==> src/rtl/core/wbps_pkg.sv <==
package wbps_pkg;

    localparam int PATTERN_MAX_DEFAULT = 16;
    localparam int ADDR_W = 64;
    localparam int LEN_W = 5;
    localparam int MASK_W = 16;
    localparam int SIG_BYTES = 16;
    localparam int CFG_INDEX_W = 3;

    typedef logic [CFG_INDEX_W-1:0] cfg_index_t;

    localparam cfg_index_t CFG_BASE_ADDRESS   = 3'd0;
    localparam cfg_index_t CFG_PATTERN_LOW    = 3'd1;
    localparam cfg_index_t CFG_PATTERN_HIGH   = 3'd2;
    localparam cfg_index_t CFG_WILDCARD_MASK  = 3'd3;
    localparam cfg_index_t CFG_PATTERN_LENGTH = 3'd4;
    localparam cfg_index_t CFG_RESULT_OFFSET  = 3'd5;

    typedef struct packed {
        logic [ADDR_W-1:0]      base_address;
        logic [8*SIG_BYTES-1:0] pattern;
        logic [MASK_W-1:0]      wildcard_mask;
        logic [LEN_W-1:0]       pattern_length;
        logic [ADDR_W-1:0]      result_offset;
    } wbps_cfg_t;

    typedef struct packed {
        logic              found;
        logic [ADDR_W-1:0] start;
    } wbps_hit_t;

endpackage

==> src/rtl/core/wbps_if.sv <==
interface wbps_scan_if;
    logic       valid;
    logic       ready;
    logic [7:0] data_byte;
    logic       last_byte;

    modport source (output valid, output data_byte, output last_byte, input ready);
    modport sink (input valid, input data_byte, input last_byte, output ready);
endinterface

interface wbps_report_if;
    logic        valid;
    logic        ready;
    logic        found;
    logic [63:0] match_address;

    modport source (output valid, output found, output match_address, input ready);
    modport sink (input valid, input found, input match_address, output ready);
endinterface

==> src/rtl/core/wbps_scan.sv <==
module wbps_scan
    import wbps_pkg::*;
#(
    parameter int PATTERN_MAX = PATTERN_MAX_DEFAULT
)
(
    input  logic         clk,
    input  logic         rst_n,
    input  wbps_cfg_t    cfg,
    wbps_scan_if.sink    scan,
    output logic         hit_valid,
    input  logic         hit_ready,
    output wbps_hit_t    hit
);

    localparam int WIN_DEPTH = (PATTERN_MAX > 1) ? PATTERN_MAX - 1 : 1;
    localparam int FILL_W = $clog2(PATTERN_MAX + 1);

    logic                   in_valid_reg;
    logic [7:0]             in_byte_reg;
    logic                   in_last_reg;
    logic [7:0]             window_reg [WIN_DEPTH];
    logic [ADDR_W-1:0]      count_reg;
    logic [FILL_W-1:0]      fill_reg;
    logic [FILL_W-1:0]      fill_next;
    logic                   seen_reg;
    logic [ADDR_W-1:0]      start_reg;
    logic                   advance;
    logic [7:0]             taps [PATTERN_MAX];
    logic [PATTERN_MAX-1:0] len_hit;
    logic                   hit_sel;
    logic                   len_ok;
    logic                   fill_ok;
    logic                   hit_now;
    logic                   count_full;
    logic [LEN_W-1:0]       sub_amt;
    logic [ADDR_W-1:0]      start_new;

    assign advance    = in_valid_reg && (!in_last_reg || hit_ready);
    assign scan.ready = !in_valid_reg || advance;

    always_ff @(posedge clk or negedge rst_n)
    begin
        if (!rst_n)
        begin
            in_valid_reg <= 1'b0;
        end
        else if (scan.ready)
        begin
            in_valid_reg <= scan.valid;
        end
    end

    always_ff @(posedge clk)
    begin
        if (scan.valid && scan.ready)
        begin
            in_byte_reg <= scan.data_byte;
            in_last_reg <= scan.last_byte;
        end
    end

    always_comb
    begin
        taps[0] = in_byte_reg;
        for (int d = 1; d < PATTERN_MAX; d++)
        begin
            taps[d] = window_reg[d-1];
        end
    end

    // one compare per candidate length
    always_comb
    begin
        logic ok;
        for (int l = 1; l <= PATTERN_MAX; l++)
        begin
            ok = 1'b1;
            for (int j = 0; j < l; j++)
            begin
                if (!cfg.wildcard_mask[j] && (taps[l-1-j] != cfg.pattern[8*j +: 8]))
                begin
                    ok = 1'b0;
                end
            end
            len_hit[l-1] = ok;
        end
    end

    always_comb
    begin
        hit_sel = 1'b0;
        for (int l = 1; l <= PATTERN_MAX; l++)
        begin
            if (cfg.pattern_length == LEN_W'(l))
            begin
                hit_sel = len_hit[l-1];
            end
        end
    end

    assign fill_next  = (fill_reg == FILL_W'(PATTERN_MAX)) ? fill_reg : fill_reg + 1'b1;
    assign len_ok     = (cfg.pattern_length != '0) &&
                        ({1'b0, cfg.pattern_length} <= (LEN_W+1)'(PATTERN_MAX));
    assign fill_ok    = (6'(fill_next) >= 6'(cfg.pattern_length));
    assign hit_now    = !seen_reg && len_ok && fill_ok && hit_sel;
    assign count_full = &count_reg;
    assign sub_amt    = count_full ? cfg.pattern_length : cfg.pattern_length - 1'b1;
    assign start_new  = count_reg - ADDR_W'(sub_amt);

    assign hit_valid = in_valid_reg && in_last_reg;
    assign hit.found = seen_reg || hit_now;
    assign hit.start = seen_reg ? start_reg : start_new;

    always_ff @(posedge clk or negedge rst_n)
    begin
        if (!rst_n)
        begin
            count_reg <= '0;
            fill_reg  <= '0;
            seen_reg  <= 1'b0;
        end
        else if (advance)
        begin
            if (in_last_reg)
            begin
                count_reg <= '0;
                fill_reg  <= '0;
                seen_reg  <= 1'b0;
            end
            else
            begin
                count_reg <= count_full ? count_reg : count_reg + 1'b1;
                fill_reg  <= fill_next;
                if (hit_now)
                begin
                    seen_reg <= 1'b1;
                end
            end
        end
    end

    always_ff @(posedge clk)
    begin
        if (advance && hit_now)
        begin
            start_reg <= start_new;
        end
    end

    // shift newest byte in
    always_ff @(posedge clk)
    begin
        if (advance)
        begin
            window_reg[0] <= in_byte_reg;
            for (int d = 1; d < WIN_DEPTH; d++)
            begin
                window_reg[d] <= window_reg[d-1];
            end
        end
    end

endmodule

==> src/rtl/core/wbps_addr.sv <==
module wbps_addr
    import wbps_pkg::*;
(
    input  logic               clk,
    input  logic               rst_n,
    input  logic [ADDR_W-1:0]  base_address,
    input  logic [ADDR_W-1:0]  result_offset,
    input  logic               hit_valid,
    output logic               hit_ready,
    input  wbps_hit_t          hit,
    wbps_report_if.source      report
);

    logic              a_valid_reg;
    logic              a_found_reg;
    logic [ADDR_W-1:0] a_start_reg;
    logic              b_valid_reg;
    logic              b_found_reg;
    logic [ADDR_W-1:0] b_sum_reg;
    logic              o_valid_reg;
    logic              o_found_reg;
    logic [ADDR_W-1:0] o_addr_reg;
    logic              o_load;
    logic              b_adv;
    logic              b_load;
    logic              a_adv;
    logic              a_load;

    assign o_load    = !o_valid_reg || report.ready;
    assign b_adv     = b_valid_reg && o_load;
    assign b_load    = !b_valid_reg || b_adv;
    assign a_adv     = a_valid_reg && b_load;
    assign a_load    = !a_valid_reg || a_adv;
    assign hit_ready = a_load;

    always_ff @(posedge clk or negedge rst_n)
    begin
        if (!rst_n)
        begin
            a_valid_reg <= 1'b0;
            b_valid_reg <= 1'b0;
            o_valid_reg <= 1'b0;
        end
        else
        begin
            if (a_load)
            begin
                a_valid_reg <= hit_valid;
            end
            if (b_load)
            begin
                b_valid_reg <= a_valid_reg;
            end
            if (o_load)
            begin
                o_valid_reg <= b_valid_reg;
            end
        end
    end

    always_ff @(posedge clk)
    begin
        if (a_load && hit_valid)
        begin
            a_found_reg <= hit.found;
            a_start_reg <= hit.start;
        end
        if (a_adv)
        begin
            b_found_reg <= a_found_reg && (base_address != '0);
            b_sum_reg   <= a_start_reg + base_address;
        end
        if (b_adv)
        begin
            o_found_reg <= b_found_reg;
            o_addr_reg  <= b_found_reg ? b_sum_reg + result_offset : '0;
        end
    end

    assign report.valid         = o_valid_reg;
    assign report.found         = o_found_reg;
    assign report.match_address = o_addr_reg;

endmodule

==> src/rtl/core/wildcard_byte_pattern_scanner.sv <==
// Results: a request marked last_byte shows its result on report after passing the input
//   register and the a, b and o address stages; other requests give no result. Throughput:
//   one byte per cycle, set by the input register and the window compare, while no last_byte
//   request waits on full address stages. Reset: rst_n (asynchronous, active low) zeroes the
//   configuration, the scan state and all stage valid flags; requests are accepted after it.
module wildcard_byte_pattern_scanner
    import wbps_pkg::*;
#(
    parameter int PATTERN_MAX = PATTERN_MAX_DEFAULT
)
(
    input  logic              clk,
    input  logic              rst_n,
    input  logic              cfg_write,
    input  cfg_index_t        cfg_index,
    input  logic [ADDR_W-1:0] cfg_data,
    wbps_scan_if.sink         scan,
    wbps_report_if.source     report
);

    wbps_cfg_t cfg_reg;
    wbps_hit_t hit;
    logic      hit_valid;
    logic      hit_ready;

    always_ff @(posedge clk or negedge rst_n)
    begin
        if (!rst_n)
        begin
            cfg_reg <= '0;
        end
        else if (cfg_write)
        begin
            unique case (cfg_index)
                CFG_BASE_ADDRESS:   cfg_reg.base_address     <= cfg_data;
                CFG_PATTERN_LOW:    cfg_reg.pattern[63:0]    <= cfg_data;
                CFG_PATTERN_HIGH:   cfg_reg.pattern[127:64]  <= cfg_data;
                CFG_WILDCARD_MASK:  cfg_reg.wildcard_mask    <= cfg_data[MASK_W-1:0];
                CFG_PATTERN_LENGTH: cfg_reg.pattern_length   <= cfg_data[LEN_W-1:0];
                CFG_RESULT_OFFSET:  cfg_reg.result_offset    <= cfg_data;
                default:            cfg_reg                  <= cfg_reg;
            endcase
        end
    end

    wbps_scan #(
        .PATTERN_MAX (PATTERN_MAX)
    ) u_scan (
        .clk       (clk),
        .rst_n     (rst_n),
        .cfg       (cfg_reg),
        .scan      (scan),
        .hit_valid (hit_valid),
        .hit_ready (hit_ready),
        .hit       (hit)
    );

    wbps_addr u_addr (
        .clk           (clk),
        .rst_n         (rst_n),
        .base_address  (cfg_reg.base_address),
        .result_offset (cfg_reg.result_offset),
        .hit_valid     (hit_valid),
        .hit_ready     (hit_ready),
        .hit           (hit),
        .report        (report)
    );

endmodule

==> src/flat_wrapper.sv <==
// flat-port wrapper written by rule: the top's interface ports become plain ports
module wildcard_byte_pattern_scanner_flat import wbps_pkg::*;
#(
    parameter int PATTERN_MAX = PATTERN_MAX_DEFAULT
)
  (clk, rst_n, cfg_write, cfg_index, cfg_data, scan_valid, scan_data_byte, scan_last_byte, scan_ready, report_valid, report_found, report_match_address, report_ready);
  wbps_scan_if scan_i ();
  wbps_report_if report_i ();
  input  logic clk;
  input  logic rst_n;
  input  logic cfg_write;
  input  cfg_index_t cfg_index;
  input  logic [ADDR_W-1:0] cfg_data;
  input wire logic [$bits(scan_i.valid)-1:0] scan_valid;
  input wire logic [$bits(scan_i.data_byte)-1:0] scan_data_byte;
  input wire logic [$bits(scan_i.last_byte)-1:0] scan_last_byte;
  output wire logic [$bits(scan_i.ready)-1:0] scan_ready;
  output wire logic [$bits(report_i.valid)-1:0] report_valid;
  output wire logic [$bits(report_i.found)-1:0] report_found;
  output wire logic [$bits(report_i.match_address)-1:0] report_match_address;
  input wire logic [$bits(report_i.ready)-1:0] report_ready;
  assign scan_i.valid = scan_valid;
  assign scan_i.data_byte = scan_data_byte;
  assign scan_i.last_byte = scan_last_byte;
  assign scan_ready = scan_i.ready;
  assign report_valid = report_i.valid;
  assign report_found = report_i.found;
  assign report_match_address = report_i.match_address;
  assign report_i.ready = report_ready;
  wildcard_byte_pattern_scanner #(.PATTERN_MAX(PATTERN_MAX)) u_core (.clk(clk), .rst_n(rst_n), .cfg_write(cfg_write), .cfg_index(cfg_index), .cfg_data(cfg_data), .scan(scan_i), .report(report_i));
endmodule
==> config.mk <==
export PLATFORM = sky130hd
export DESIGN_NAME = wildcard_byte_pattern_scanner_flat
export DESIGN_NICKNAME = d
export VERILOG_FILES = /design/src/rtl/core/wbps_pkg.sv /design/src/rtl/core/wbps_if.sv /design/src/rtl/core/wbps_scan.sv /design/src/rtl/core/wbps_addr.sv /design/src/rtl/core/wildcard_byte_pattern_scanner.sv /design/src/flat_wrapper.sv
export SDC_FILE = /design/constraint.sdc
export NUM_CORES = 2
export LEC_CHECK = 0
export BUFFER_PORTS_ARGS = -buffer_cell sky130_fd_sc_hd__buf_2
export CORE_MARGIN = 2
export CORE_UTILIZATION = 50
export DETAILED_ROUTE_END_ITERATION = 10
export PLACE_DENSITY = 0.71
export SYNTH_ARGS = -nofsm -noshare
export SYNTH_HDL_FRONTEND = slang
export SYNTH_SLANG_ARGS = --single-unit
==> constraint.sdc <==
create_clock -name clk -period 6.4 [get_ports clk]
set_clock_uncertainty 0.05 [all_clocks]
set_input_delay 1.28 -clock clk [delete_from_list [all_inputs] [get_ports clk]]
set_output_delay 1.28 -clock clk [all_outputs]
set_load 0.01 [all_outputs]
Yosys cells after proc, flatten, opt, wreduce, memory -nomap -nowiden --
Memories as Yosys holds them, arrays and structs flattened. Index checks and enable logic that the tools add are counted. Widths: inputs -> output; s select.
Storage, ports and cells: output and inout bits 67, memory bits (writable) 120, logic and storage cells 541, memories 1, register bits after elaboration 619, bits of input ports 81, latch bits 0, bits in read-only memories 0
Memories:
- u_core.u_scan.window_reg | words 15, width 8, read ports 15, clocked after memory_dff 0, write ports 15, RTL line wbps_scan.sv:22 | logic [7:0] window_reg [WIN_DEPTH];
Operators by class: divide/modulo/power cells 0, equality and inequality tests 159, magnitude comparators 2, $mul 0, bitwise logic cells 0, shift-type cells 0, reduce and logical (&&, ||, !) cells 189, add/subtract/negate cells 6, muxes and demuxes 162
Operators with widths (number):
- $ne 8x8->1 | 136
- $mux 64 | 3
- $mux 1 | 156
- $logic_and 1x1->1 | 148
- $add 64x64->64 | 2
- $add 64x1->64 const B | 1
- $reduce_and 64->1 | 1
- $reduce_bool 64->1 | 1
- $sub 64x5->64 | 1
- $eq 5x4->1 const B | 8
- $logic_not 1->1 | 22
- $eq 5x3->1 const B | 4
- $reduce_and 2->1 | 8
- $mux 5 | 3
- $eq 5x2->1 const B | 2
- $eq 5x5->1 const B | 2
- $eq 3x2->1 const B | 2
- $eq 3x3->1 const B | 2
- $logic_or 1x1->1 | 6
- $add 5x1->5 const B | 1
- $eq 5x1->1 const B | 1
- $ge 5x5->1 | 1
- $le 5x5->1 const B | 1
- $reduce_bool 5->1 | 1
- 5 further kinds | 5

Depth between registers and ports, before layout --
depth in word-level cells 22, mapped depth 22, mapped depth without buffers 19

Cells and area by module --
Synthesis repeated with hierarchy kept, for this count alone.
Second synthesis, totals: cell total of the unflattened synthesis 4794, area, all modules 50510.9 um^2
Modules (own cells, without submodules):
- wbps_scan | seq. area each 7572.3 um^2, area each 25415.6 um^2, cells an instance 2766, times used 1
- wbps_addr | seq. area each 5930.7 um^2, area each 14148.6 um^2, cells an instance 1439, times used 1
- wildcard_byte_pattern_scanner | seq. area each 6931.6 um^2, area each 10946.7 um^2, cells an instance 589, times used 1

Worst setup path after synthesis --
Ideal clock, no wire load.
path type input to register, start point input report_ready, end point register u_core.u_scan.start_reg[0] (enable), buffers on the path 1, cell stages on the path 8, arrival 6.327 ns, slack -0.406 ns, setup time 0.429 ns, cells stage by stage nor2b_1 > nand3_1 > nand3_1 > inv_1 > clkbuf_1 > nor2_1 > inv_1 > and3_1
Between the ends: cells in the longest elaborated chain, start to end 8
Ends and longest elaborated chain:
- from (decl) | RTL line flat_wrapper.sv:21 | input wire logic [$bits(report_i.ready)-1:0] report_ready;
- $logic_or 1x1->1 | RTL line wbps_addr.sv:29 | assign o_load = !o_valid_reg || report.ready;
- $logic_and 1x1->1 | RTL line wbps_addr.sv:30 | assign b_adv = b_valid_reg && o_load;
- $logic_or 1x1->1 | RTL line wbps_addr.sv:31 | assign b_load = !b_valid_reg || b_adv;
- $logic_and 1x1->1 | RTL line wbps_addr.sv:32 | assign a_adv = a_valid_reg && b_load;
- $logic_or 1x1->1 | RTL line wbps_addr.sv:33 | assign a_load = !a_valid_reg || a_adv;
- $logic_or 1x1->1 | RTL line wbps_scan.sv:39 | assign advance = in_valid_reg && (!in_last_reg || hit_ready);
- $logic_and 1x1->1 | RTL line wbps_scan.sv:39
- via u_core.u_scan.advance | RTL line wbps_scan.sv:28 | logic advance;
- $logic_and 1x1->1 | RTL line wbps_scan.sv:145 | if (advance && hit_now)
- to (signal assigned) | RTL line wbps_scan.sv:147 | start_reg <= start_new;
- to (decl) | RTL line wbps_scan.sv:27 | logic [ADDR_W-1:0] start_reg;
The timed path passes the listed nets, and every way through them passes these cells. A chain may end at the register's enable or synchronous reset.

==> out/results.ini <==
[setup_path]
cp-endpoint = u_core.u_addr.a_start_reg[59]
slowest_stage = or4_1
critPathMaxFanout = 9
cp_num_buf_inv = 2
required_ns = 6.75
rr_startpoint = u_core.u_scan.count_reg[39]
worst_setup_path_start_kind = flip-flop
cp-startpoint = u_core.u_scan.count_reg[39]
crit_family = simple AND/OR/NAND/NOR gates
crit_cells = 18
rr_endpoint = u_core.u_addr.a_start_reg[59]
max_stage_delay_ns = 0.59
end_kind = flip-flop
path_cells = and4_1, and4_1, nand4_1, or4_1, buf_4, o21ai_0, ha_1, nor2b_1, o21ai_0, a21boi_0, o21a_1, nor2_1, buf_4, nand4_1, nor4_2, nand3b_1, xnor2_1, mux2_2
r2r_slack_ns = 0.98
critPathKind = flip-flop to flip-flop
worstPathArrival_ns = 5.77
rr_worst_depth = 18

[drt]
drt_iter0_drc = 4003
num_vias = 37190
drc = 0
routedWlPerCell_um = 27.52
vias_per_cell = 6.239
postRouteAntennaNets = 0
postRouteWirelength_um = 164100
drt-pass1-iter-count = 6

[global_routing]
globalRouteOverflowTotal = 0
grt_pass1_wl_um = 241000
grt_max_degree = 150
grt_use_total = 0.3249
grt_pass1_vias = 36140
antenna_found_initial = 16

[die]
start_util = 0.5047
rows = 114
dieArea_sq_um = 100300
core_sq_um = 96850
io_pins = 148
dieHeight_um = 316.7
dieWidth_um = 316.7

[power_and_ir_drop]
p_per_area_nw_per_um2 = 357.3
ir_drop_mv = 0.2092
p_leak_uw = 0.02172

[job]
cap_violations = 0

[final_layout]
nets = 4843
fin_cells = 5961
layout-drive-gt1-share = 0.1636
fin_util = 0.5500
syn_to_final_growth_pct = 8.974
largest_reg_flops = 277
design_area_sq_um = 53270
final_common_cell = xor2_1
mostFrequentLayoutCells = xor2_1 (1183), edfxtp_1 (388), dfrtp_1 (350), mux2_2 (336), nor4_1 (326)

[place]
place_inst = 5807
place_area_sq_um = 50590
gp_congestion = 1.087
portBuffers = 147
dp_hpwl_um = 120600

[clock_tree]
clk_pin_slew_worst_paths_ns = 0.06
postCtsHoldBufs = 0
htree_levels = 3
cts_root_buf = clkbuf_16
numCtsBuffers = 81
cts_resized = 0
insertion_delay_ns = 0.68
cts.repair_timing.setup_buffer_count = 0
clockBufferDepth = 3
cts_sinks = 739
cts_tree = built

[yosys]
syn_area_sq_um = 48880
synth_cells = 4670
yosysWarnings = 0
synth_ff_type = edfxtp_1
async_flop_share = 0.4750
synth_fp_nets = 4899
synth-edff-count = 388
syn_avg_cell_area_sq_um = 10.47
ys_types = 83
synth-seq-cells = 739
ys_seq_area_frac = 0.4180

[run_status]
status = complete, no violations

[timing]
rsz0062_at_grt = no
drv_slew = 0
fin_crit_sh = 0.8468
setup_viol_count_final = 0
maxSlewHeadroom = 0.1623
period_needed_ns = 5.419
fin_tns_setup_ns = 0
clock.fmax_mhz = 184.5
worst_pin_slew_ns = 1.252
final_hold_viol_count = 0

[min_path]
hp-class = flip-flop to flip-flop
hp-start = u_core.u_addr.a_valid_reg

-- per-stage QoR --
stage               power (uW)  hold WS, ns  worst slack, ns
finish                   19030       0.4308           0.9807
global route             19900       0.4581           0.6251
CTS                      18910       0.4407            1.007
detailed placement       14130       0.4314            1.015
global placement         13980       0.4083            1.082
floorplan                11840       0.3706           0.6689
-- how the worst min path moves through the flow --
| stage | cells past startpoint | end | slack [ns] |
|---|---|---|---|
| 6_report | 1 | u_core.u_addr.b_valid_reg | 0.43 |
| 5_1_grt | 1 | u_core.u_addr.b_valid_reg | 0.46 |
| 4_1_cts | 1 | u_core.u_addr.b_valid_reg | 0.44 |
| 3_5_place_dp | 1 | u_core.u_addr.b_valid_reg | 0.43 |
| 3_3_place_gp | 1 | u_core.u_addr.b_valid_reg | 0.41 |
| 2_1_floorplan | 0 | u_core.u_scan.window_reg[0][14] | 0.37 |
-- synthesized netlist by cell type (all sizes together) (18+ instances only) --
master	n	area share
a21o	77	0.012
o21bai	18	0.0028
a21oi	277	0.029
buf	145	0.013
nor4	328	0.042
nor3	48	0.0050
nor2	214	0.016
and3	25	0.0032
and2	22	0.0028
nand2	167	0.013
xnor2	130	0.023
mux2	336	0.077
xor2	1183	0.21
nor2b	26	0.0033
clkbuf	262	0.020
o21a	24	0.0037
nand2b	26	0.0033
inv	54	0.0041
nand4	62	0.0079
ha	145	0.037
or3	22	0.0028
nand3	68	0.0071
edfxtp	388	0.24
dfrtp	351	0.18
o21ai	100	0.010
-- power by group --
part           leakage (uW)  internal (uW)  switching, uW  total, uW
Clock               0.00130           2720           2040       4760
Combinational        0.0125           2920           4010       6940
Sequential          0.00790           5950           1390       7340
Total                0.0217          11600           7440      19000
-- worst reg2reg max path: stages (launching register included) --
cell and delay, ns:
dfrtp_1 0.50, and4_1 0.33, and4_1 0.40, nand4_1 0.33
or4_1 0.59, buf_4 0.22, o21ai_0 0.30, ha_1 0.29
nor2b_1 0.12, o21ai_0 0.20, a21boi_0 0.16, o21a_1 0.24
nor2_1 0.15, buf_4 0.19, nand4_1 0.19, nor4_2 0.34
nand3b_1 0.16, xnor2_1 0.16, mux2_2 0.27
-- layer usage --
layer	global-route usage	vias to the layer above	wire (um)
met1	0.4423	18350	68370
met3	0.05775	548	13700
met5	0	-	26
met4	0.1824	4	10250
li1	-	16370	-
met2	0.4903	1922	71720
-- cell type report --
class,count,area (sq um)
fill,8397,43580
multi-input combinational,3469,26650
timing repair buffer,268,1692
sequential,739,20440
clock inverter,38,386.6
inverter,55,212.7
antenna,3,7.507
clock buffer,113,2285
tap,1276,1597
-- cells by family after synthesis --
group,Yosys count,synth area share
xor gates and xnor gates,1313,0.2353
buffers and inverters,462,0.03722
and+or+nand+nor,1054,0.1145
muxes,340,0.07822
DFF,739,0.4180
AOI/OAI and AO/OA,614,0.07843
adders and majority gates,148,0.03834
(Power assumes the default switching activity.)
